### src/sv/fpsd_pkg.sv
// ----------------------------------------------------------------------------
// fpsd_pkg
// Shared types and constants for the fixed predictor subframe decoder.
// ----------------------------------------------------------------------------
package fpsd_pkg;

   // Default widths of the sample path
   localparam int DEF_INPUT_BITS  = 16;
   localparam int DEF_OUTPUT_BITS = 32;

   // Port widths fixed by the register map and the result format
   localparam int CSR_INDEX_BITS = 2;
   localparam int CSR_DATA_BITS  = 16;
   localparam int SAMPLE_BITS    = 32;

   // Register indexes
   localparam logic [CSR_INDEX_BITS-1:0] CSR_METHOD         = 2'd0;
   localparam logic [CSR_INDEX_BITS-1:0] CSR_PREDICTOR_ORDER = 2'd1;
   localparam logic [CSR_INDEX_BITS-1:0] CSR_BLOCK_LENGTH   = 2'd2;
   localparam logic [CSR_INDEX_BITS-1:0] CSR_CONSTANT_LEVEL = 2'd3;

   // Coding methods (code 3 decodes as verbatim)
   localparam logic [1:0] METHOD_VERBATIM = 2'd0;
   localparam logic [1:0] METHOD_CONSTANT = 2'd1;
   localparam logic [1:0] METHOD_FIXED    = 2'd2;

   localparam logic [2:0] MAX_ORDER = 3'd4;

   // Reset values of the registers
   localparam logic [1:0]         RST_METHOD         = METHOD_VERBATIM;
   localparam logic [2:0]         RST_PREDICTOR_ORDER = 3'd2;
   localparam logic [15:0]        RST_BLOCK_LENGTH   = 16'd4096;
   localparam logic signed [15:0] RST_CONSTANT_LEVEL = 16'sd0;

   typedef struct packed {
      logic [1:0]         method;
      logic [2:0]         predictor_order;
      logic [15:0]        block_length;
      logic signed [15:0] constant_level;
   } cfg_type;

endpackage

### src/sv/fpsd_csr.sv
// ----------------------------------------------------------------------------
// fpsd_csr
// Configuration register file, write only.
// ----------------------------------------------------------------------------
module fpsd_csr
   import fpsd_pkg::*;
(
   input  logic                      clock,
   input  logic                      reset,
   input  logic                      csr_write,
   input  logic [CSR_INDEX_BITS-1:0] csr_index,
   input  logic [CSR_DATA_BITS-1:0]  csr_wdata,
   output cfg_type                   cfg
);

   cfg_type cfg_ff;
   cfg_type cfg_in;

   always_comb begin
      cfg_in = cfg_ff;
      if (csr_write) begin
         case (csr_index)
            CSR_METHOD:          cfg_in.method          = csr_wdata[1:0];
            CSR_PREDICTOR_ORDER: cfg_in.predictor_order = csr_wdata[2:0];
            CSR_BLOCK_LENGTH:    cfg_in.block_length    = csr_wdata[15:0];
            CSR_CONSTANT_LEVEL:  cfg_in.constant_level  = signed'(csr_wdata[15:0]);
            default:             cfg_in = cfg_ff;
         endcase
      end
   end

   always_ff @(posedge clock) begin
      if (reset) begin
         cfg_ff.method          <= RST_METHOD;
         cfg_ff.predictor_order <= RST_PREDICTOR_ORDER;
         cfg_ff.block_length    <= RST_BLOCK_LENGTH;
         cfg_ff.constant_level  <= RST_CONSTANT_LEVEL;
      end else begin
         cfg_ff <= cfg_in;
      end
   end

   assign cfg = cfg_ff;

endmodule

### src/sv/fpsd_recon.sv
// ----------------------------------------------------------------------------
// fpsd_recon
// Sample reconstruction: history, block position and fixed prediction.
// ----------------------------------------------------------------------------
module fpsd_recon
   import fpsd_pkg::*;
#(
   parameter int INPUT_BITS  = DEF_INPUT_BITS,
   parameter int OUTPUT_BITS = DEF_OUTPUT_BITS
) (
   input  logic                          clock,
   input  logic                          reset,
   input  cfg_type                       cfg,
   input  logic                          advance,
   input  logic signed [INPUT_BITS-1:0]  value,
   output logic signed [SAMPLE_BITS-1:0] sample,
   output logic                          last
);

   logic [OUTPUT_BITS-1:0] history_ff [4];
   logic [15:0]            position_ff;
   logic [15:0]            position_in;

   logic [2:0]             order_eff;
   logic [16:0]            length_eff;
   logic [16:0]            position_inc;
   logic [SAMPLE_BITS-1:0] value_ext;
   logic [SAMPLE_BITS-1:0] const_ext;
   logic [OUTPUT_BITS-1:0] value_ob;
   logic [OUTPUT_BITS-1:0] const_ob;
   logic [OUTPUT_BITS-1:0] predict;
   logic [OUTPUT_BITS-1:0] sample_ob;
   logic                   warm_up;

   assign order_eff  = (cfg.predictor_order > MAX_ORDER) ? MAX_ORDER : cfg.predictor_order;
   // zero length stands for a full 65536-sample block
   assign length_eff = (cfg.block_length == 16'd0) ? 17'h10000 : {1'b0, cfg.block_length};
   assign position_inc = {1'b0, position_ff} + 17'd1;
   assign last = (position_inc >= length_eff);
   assign position_in = last ? 16'd0 : position_inc[15:0];
   assign warm_up = (position_ff < {13'd0, order_eff});

   assign value_ext = SAMPLE_BITS'(value);
   assign const_ext = SAMPLE_BITS'(cfg.constant_level);
   assign value_ob  = value_ext[OUTPUT_BITS-1:0];
   assign const_ob  = const_ext[OUTPUT_BITS-1:0];

   // polynomial prediction over up to the newest four samples, wrapping
   always_comb begin
      case (order_eff)
         3'd0: predict = '0;
         3'd1: predict = history_ff[0];
         3'd2: predict = (history_ff[0] << 1) - history_ff[1];
         3'd3: predict = (history_ff[0] << 1) + history_ff[0]
                       - ((history_ff[1] << 1) + history_ff[1]) + history_ff[2];
         default: predict = (history_ff[0] << 2)
                          - ((history_ff[1] << 2) + (history_ff[1] << 1))
                          + (history_ff[2] << 2) - history_ff[3];
      endcase
   end

   always_comb begin
      case (cfg.method)
         METHOD_CONSTANT: sample_ob = const_ob;
         METHOD_FIXED:    sample_ob = warm_up ? value_ob : (predict + value_ob);
         default:         sample_ob = value_ob;
      endcase
   end

   assign sample = SAMPLE_BITS'(signed'(sample_ob));

   always_ff @(posedge clock) begin
      if (reset) begin
         history_ff[0] <= '0;
         history_ff[1] <= '0;
         history_ff[2] <= '0;
         history_ff[3] <= '0;
         position_ff   <= '0;
      end else if (advance) begin
         history_ff[3] <= history_ff[2];
         history_ff[2] <= history_ff[1];
         history_ff[1] <= history_ff[0];
         history_ff[0] <= sample_ob;
         position_ff   <= position_in;
      end
   end

endmodule

### src/sv/fixed_predictor_subframe_decoder_unit.sv
// ----------------------------------------------------------------------------
// fixed_predictor_subframe_decoder_unit
// Rebuilds subframe samples from verbatim, constant or fixed-predicted data.
// ----------------------------------------------------------------------------
// Usage:
//   req_valid/req_stall/req_value carry one 16-bit value per transaction:
//   a verbatim sample, a warm-up sample or a residual.
//   rsp_valid/rsp_stall/rsp_sample/rsp_last return one 32-bit sample per
//   transaction; rsp_last marks the final sample of a block.
//   csr_write/csr_index/csr_wdata set method, predictor order, block length
//   and constant level; write them only while the block is idle.
// Timing:
//   A taken value is registered in the input stage, rebuilt from the history
//   and moved to the result register (rsp_valid) once that is free or moving
//   on. One transaction per cycle is sustained while rsp_stall is low; the
//   limit is the single prediction adder path between the two registers.
// Reset: clears the registers to their defaults, the history to zero, the
//   block position to zero and both pipeline stages to empty.
// Stall: a stalled result holds; the input stage keeps taking a value as
//   long as its own slot is free or moving on, otherwise req_stall rises.
// ----------------------------------------------------------------------------
module fixed_predictor_subframe_decoder_unit
   import fpsd_pkg::*;
#(
   parameter int INPUT_BITS  = DEF_INPUT_BITS,
   parameter int OUTPUT_BITS = DEF_OUTPUT_BITS
) (
   input  logic                          clock,
   input  logic                          reset,
   input  logic                          req_valid,
   output logic                          req_stall,
   input  logic signed [INPUT_BITS-1:0]  req_value,
   output logic                          rsp_valid,
   input  logic                          rsp_stall,
   output logic signed [SAMPLE_BITS-1:0] rsp_sample,
   output logic                          rsp_last,
   input  logic                          csr_write,
   input  logic [CSR_INDEX_BITS-1:0]     csr_index,
   input  logic [CSR_DATA_BITS-1:0]      csr_wdata
);

   cfg_type cfg;

   logic                          in_valid_ff;
   logic                          in_valid_in;
   logic signed [INPUT_BITS-1:0]  in_value_ff;
   logic                          out_valid_ff;
   logic                          out_valid_in;
   logic signed [SAMPLE_BITS-1:0] out_sample_ff;
   logic                          out_last_ff;

   logic                          req_take;
   logic                          rsp_take;
   logic                          advance;
   logic signed [SAMPLE_BITS-1:0] recon_sample;
   logic                          recon_last;

   fpsd_csr u_csr (
      .clock     (clock),
      .reset     (reset),
      .csr_write (csr_write),
      .csr_index (csr_index),
      .csr_wdata (csr_wdata),
      .cfg       (cfg)
   );

   fpsd_recon #(
      .INPUT_BITS  (INPUT_BITS),
      .OUTPUT_BITS (OUTPUT_BITS)
   ) u_recon (
      .clock   (clock),
      .reset   (reset),
      .cfg     (cfg),
      .advance (advance),
      .value   (in_value_ff),
      .sample  (recon_sample),
      .last    (recon_last)
   );

   assign rsp_take  = out_valid_ff && !rsp_stall;
   assign advance   = in_valid_ff && (!out_valid_ff || !rsp_stall);
   assign req_stall = in_valid_ff && !advance;
   assign req_take  = req_valid && !req_stall;

   assign in_valid_in  = req_take || (in_valid_ff && !advance);
   assign out_valid_in = advance || (out_valid_ff && !rsp_take);

   always_ff @(posedge clock) begin
      if (reset) begin
         in_valid_ff  <= 1'b0;
         out_valid_ff <= 1'b0;
      end else begin
         in_valid_ff  <= in_valid_in;
         out_valid_ff <= out_valid_in;
      end
   end

   always_ff @(posedge clock) begin
      if (req_take) begin
         in_value_ff <= req_value;
      end
      if (advance) begin
         out_sample_ff <= recon_sample;
         out_last_ff   <= recon_last;
      end
   end

   assign rsp_valid  = out_valid_ff;
   assign rsp_sample = out_sample_ff;
   assign rsp_last   = out_last_ff;

endmodule

### config.mk
export PLATFORM = sky130hd
export DESIGN_NAME = fixed_predictor_subframe_decoder_unit
export DESIGN_NICKNAME = d
export VERILOG_FILES = /design/src/sv/fpsd_pkg.sv /design/src/sv/fpsd_csr.sv /design/src/sv/fpsd_recon.sv /design/src/sv/fixed_predictor_subframe_decoder_unit.sv
export SDC_FILE = /design/constraint.sdc
export NUM_CORES = 1
export LEC_CHECK = 0
export BUFFER_PORTS_ARGS = -buffer_cell sky130_fd_sc_hd__buf_2
export CELL_PAD_IN_SITES_DETAIL_PLACEMENT = 1
export CELL_PAD_IN_SITES_GLOBAL_PLACEMENT = 1
export CORE_MARGIN = 10
export CORE_UTILIZATION = 50
export CTS_CLUSTER_SIZE = 12
export DETAILED_ROUTE_END_ITERATION = 7
export PLACE_DENSITY = 0.82
export SETUP_SLACK_MARGIN = 0.2
export SLEW_MARGIN = 5
export SYNTH_ARGS = -nofsm -noshare
export SYNTH_HDL_FRONTEND = slang
export SYNTH_SLANG_ARGS = --single-unit
### constraint.sdc
create_clock -name clock -period 7.8 [get_ports clock]
set_input_delay 0.78 -clock clock [delete_from_list [all_inputs] [get_ports clock]]
set_output_delay 0.78 -clock clock [all_outputs]
set_load 0.005 [all_outputs]
* Word-level counts from Yosys, hierarchy flattened
Memories as Yosys holds them, arrays and structs flattened.
Cells that the tools add are included.
** Operators by class
- $add $sub $neg :: 11
- Magnitude comparators :: 3
- Equality and inequality tests :: 8
- Multiplexer cells :: 15
- Bitwise logic cells :: 4
- Reduce and logical (&&, ||, !) cells :: 20
** Operators with widths (number)
- adder 32 bit :: 6
- two-way mux 32 bit :: 5
- one-hot mux 32 bit (4 select lines) :: 1
- subtractor 32 bit :: 4
- one-hot mux 32 bit (2 select lines) :: 1
- adder 16 x 1 -> 17 bit, second input constant :: 1
- >= comparator 17 bit :: 1
- two-way mux 17 bit :: 1
- zero test 16 bit :: 1
- less-than comparator 16 x 3 -> 1 bit :: 1
- two-way mux 16 bit :: 1
- AND reduction 2 bit :: 4
- equality test 2 bit, second input constant :: 3
- equality test 3 x 2 -> 1 bit, second input constant :: 2
- logical AND 1 bit :: 5
- zero test 1 bit :: 5
- two-way mux 1 bit :: 5
- equality test 2 x 1 -> 1 bit, second input constant :: 2
- OR 1 bit :: 4
- equality test 3 x 1 -> 1 bit, second input constant :: 1
- > comparator 3 bit, second input constant :: 1
- zero test 3 bit :: 1
- logical OR 1 bit :: 3
- two-way mux 3 bit :: 1
- zero test 2 bit :: 1
** Storage, ports and cells
- Register bits after elaboration :: 104
- RAM bits :: 128
- Input port bits :: 39
- Output and inout bits :: 35
- Word-level logic and storage cells :: 72
- Memories :: 1
** Memory list
- u_recon.history_ff :: words 4, width 32, rd ports 4, clocked after Yosys merged registers in 0, write ports 4, RTL line fpsd_recon.sv:20 : logic [OUTPUT_BITS-1:0] history_ff [4];

* Logic depth before layout (Yosys ltp)
- Word-level depth :: 9
- Mapped depth :: 30
- Mapped depth without buffers :: 30

* Cells and area by module
A second synthesis with hierarchy kept.
** Unflattened totals
- Cell total of the unflattened synthesis :: 2223
- Area total of the unflattened synthesis :: 21431.8 µm²
** By module, submodules not included
- fpsd_recon :: times used 1, cells an instance 2019, area an instance 18320.1 µm², sequential area each 4164.0 µm²
- fixed_predictor_subframe_decoder_unit :: times used 1, cells an instance 59, area an instance 1557.7 µm², sequential area each 1511.4 µm²
- fpsd_csr :: times used 1, cells an instance 145, area an instance 1554.0 µm², sequential area each 740.7 µm²

* Worst setup path after synthesis
Ideal clock, no wire load.
- Kind :: input to register
- From :: input rsp_stall
- To :: register u_recon.position_ff[12]
- Library setup time :: 115 ps
- Arrival time :: 6833 ps
- Data required time :: 7685 ps
- Slack :: 852 ps
- Stages on the path :: 5
- Path buffers :: 0
- Path through :: a21boi_0 > nor2_1 > inv_1 > o31ai_1 > a21o_1
** Between the ends
- Cells in the longest elaborated chain, start to end :: 3
** RTL lines
- start: declaration :: RTL line fixed_predictor_subframe_decoder_unit.sv:34 : input logic rsp_stall,
- zero test 1 bit :: RTL line fixed_predictor_subframe_decoder_unit.sv:81 : assign advance = in_valid_ff && (!out_valid_ff || !rsp_stall);
- logical OR 1 bit :: RTL line fixed_predictor_subframe_decoder_unit.sv:81
- logical AND 1 bit :: RTL line fixed_predictor_subframe_decoder_unit.sv:81
- end signal: assignment :: RTL line fpsd_recon.sv:84 : position_ff <= position_in;
- end: declaration :: RTL line fpsd_recon.sv:21 : logic [15:0] position_ff;
Every way passes these cells.
A chain may end at the register's enable or synchronous reset.

==> results_dict.tcl <==
set metrics [dict create \
    hold_buffers 0 \
    synth_top_family_by_area "adder cells" \
    vdd_drop_max_v 0.000228 \
    wirelength_um 66100 \
    worst_pin_slew_ns 1.13 \
    grt_max_degree 72 \
    cts.htree.levels 1 \
    place_hpwl_um 51700 \
    rsz0062_at_grt "false" \
    path_common_cell "inv_1" \
    ff2ff_path_depth 26 \
    setup_viol 0 \
    final_layout_size_suffix_gt1_share_pct 7.58 \
    final_cells 2829 \
    slew_violations 0 \
    cp_data_required_time_ns 8.12 \
    ios 74 \
    synth_compound_area_share_pct 16.4 \
    synth-xor-area-share_pct 5.12 \
    drt_iter0_drc 1349 \
    fin_crit_sh_pct 92.6 \
    insertion_delay_ns 0.60 \
    synth_area_leaders "edfxtp_1, fa_1, ha_1" \
    cts_buffer_depth 3 \
    path_delay_family "compound AO/OA/AOI/OAI gates" \
    cts_tree "done" \
    cts_num_sinks 232 \
    layout_common_cells "inv_1, nor2_1, fa_1, edfxtp_1, nand2_1" \
    syn-num-nets 2582 \
    grt_pass1_wl_um 104000 \
    slew_headroom_pct 24.1 \
    synth_edf_count 177 \
    syn_avg_cell_area_um2 9.43 \
    arrival_ns 7.55 \
    slowest_delay_ns 0.57 \
    critPathLaunchType "flop" \
    period_minus_slack_ns 7.22 \
    netlist_area_um2 20900 \
    ys.flop_type "edfxtp_1" \
    critPathSlowestCell "edfxtp_1" \
    end_kind "flop" \
    skew_ns 0.0246 \
    synth_top_area_share_pct 25.5 \
    num_antenna_cells 0 \
    async_flop_share_pct 0 \
    status "finished, final reports clean" \
    maxCapViolCount 0 \
    gp_congestion 0.939 \
    ys_types 90 \
    hold_class "in2reg" \
    die_area_um2 50300 \
    ys_seq_area_share_pct 30.7 \
    root_buffer "clkbuf_16" \
    dp.cells 2773 \
    synthMuxAreaShare_pct 0.905 \
    power_density_nw_per_um2 302 \
    die_h_um 224 \
    dr.pass1.iters 6 \
    clk_pin_slew_ns 0.06 \
    syn_inst 2212 \
    worstSetupPathType "reg2reg" \
    portBuffers 73 \
    fin_tns_setup_ns 0 \
    antenna_found_initial 0 \
    area_growth_pct 9.17 \
    p_leak_nw 10.0 \
    drc 0 \
    fp.dieW_um 224 \
    rows 74 \
    hold_depth 1 \
    ant_nets 0 \
    vias 16900 \
    vias_per_cell 5.98 \
    final_common_cell "inv_1" \
    synth_top_cell_by_area "edfxtp_1" \
    track_usage_pct 26.2 \
    cp.depth 26 \
    wl_per_cell_um 23.4 \
    yosys.area_share.simple_pct 13.0 \
    fp.coreArea_um2 41000 \
    max_freq_mhz 138 \
    synth_fa_ha_area_share_pct 26.3 \
    cp_num_buf_inv 4 \
    cts_buffers 29 \
    nets 2646 \
    ys_ff_latch 232 \
    initial_core_util_pct 50.9 \
    final-hold-violation-count 0 \
    grt_pass1_vias 18300 \
    gr-total-overflow 0 \
    reg2reg_slack_ns 0.58 \
    fill_cells 4652 \
    ys_warn_count 0 \
    worstPathMaxFanout 5 \
]
-- state kept, by name, summed over array words and instances, names as in the netlist --
register,cells
in_value_ff,16
rsp_last,1
u_recon.history_ff,128
rsp_sample,32
in_valid_ff,1
u_csr.cfg,37
rsp_valid,1
u_recon.position_ff,16
-- final timing paths --
| kind | from | endpoint |
|---|---|---|
| max | u_recon.history_ff[0][8]$_SDFFCE_PN0P_ | u_recon.history_ff[0][31]$_SDFFCE_PN0P_ |
| min | req_value[5] | in_value_ff[5]$_DFFE_PP_ |
| max reg2reg | u_recon.history_ff[0][8]$_SDFFCE_PN0P_ | u_recon.history_ff[0][31]$_SDFFCE_PN0P_ |
| min reg2reg | u_csr.cfg[7]$_SDFFE_PP0P_ | u_csr.cfg[7]$_SDFFE_PP0P_ |
-- layer usage --
metal / wire [um] / share of wire, % / vias to the layer above / global-route usage, %
met1: 27900 / 42 / 8606 / 34.1
met5: 0 / 0 / - / 0
met2: 32400 / 49 / 519 / 45.2
met4: 1750 / 2.6 / 0 / 7.15
met3: 4080 / 6.2 / 110 / 3.47
li1: - / - / 7673 / -
-- stage by stage --
stage / cell area [um2] / setup WS (ns) / power, mW / util (%) / hold slack (ns)
2_1_floorplan: 20900 / 0.852 / 4.38 / - / 0.436
3_3_place_gp: 21800 / 0.675 / 5.26 / 53.2 / 0.447
3_5_place_dp: 21800 / 0.317 / 5.44 / 53.2 / 0.451
4_1_cts: 22700 / 0.317 / 6.81 / 55.4 / 0.329
5_1_grt: 22800 / 0.202 / 7.35 / 55.5 / 0.331
6_report: 22800 / 0.575 / 6.89 / 55.5 / 0.354
-- synth_stat cells (14+ instances only) --
cell type and instances:
a21o_1 41, a22oi_1 18, o21bai_1 14, a211oi_1 19, a221oi_1 16, nand2b_1 17
nor3_1 31, ha_1 152, clkbuf_1 49, dfxtp_1 55, a31oi_1 15, edfxtp_1 177
xnor2_1 85, o21a_1 20, and2_1 45, a22o_1 14, nand3_1 28, o21ai_0 75
a21oi_1 162, o21ai_1 20, inv_1 357, nor2_1 181, fa_1 179, and3_1 21
nand2_1 173, xor2_1 37
-- cells by family after synthesis --
group           Yosys count
mux                      18
flops                   232
buf+inv                 419
compound gates          515
simple gates            575
xor+xnor                122
fa+ha+maj               331
-- report_power, final --
part	switching, mW	internal (mW)
clock network	0.565	0.753
registers	0.0837	1.41
logic	2.45	1.63
total	3.10	3.79
-- area by class of cell --
class | count | area, um2 | share of cell area, %
Multi-Input combinational cell | 1561 | 12900 | 56.7
Sequential cell | 232 | 6420 | 28.2
Inverter | 360 | 1360 | 5.95
Clock buffer | 44 | 855 | 3.75
Tap cell | 532 | 666 | 2.92
Timing Repair Buffer | 92 | 508 | 2.23
Clock inverter | 8 | 56.3 | 0.247
-- timing repair --
item | CTS | global route
endpoints found under the hold margin | 0 | 0
gates resized for setup | 0 | 8
endpoints found under the setup margin | 0 | 15
setup buffers | 0 | 4
(Power assumes the default switching activity.)
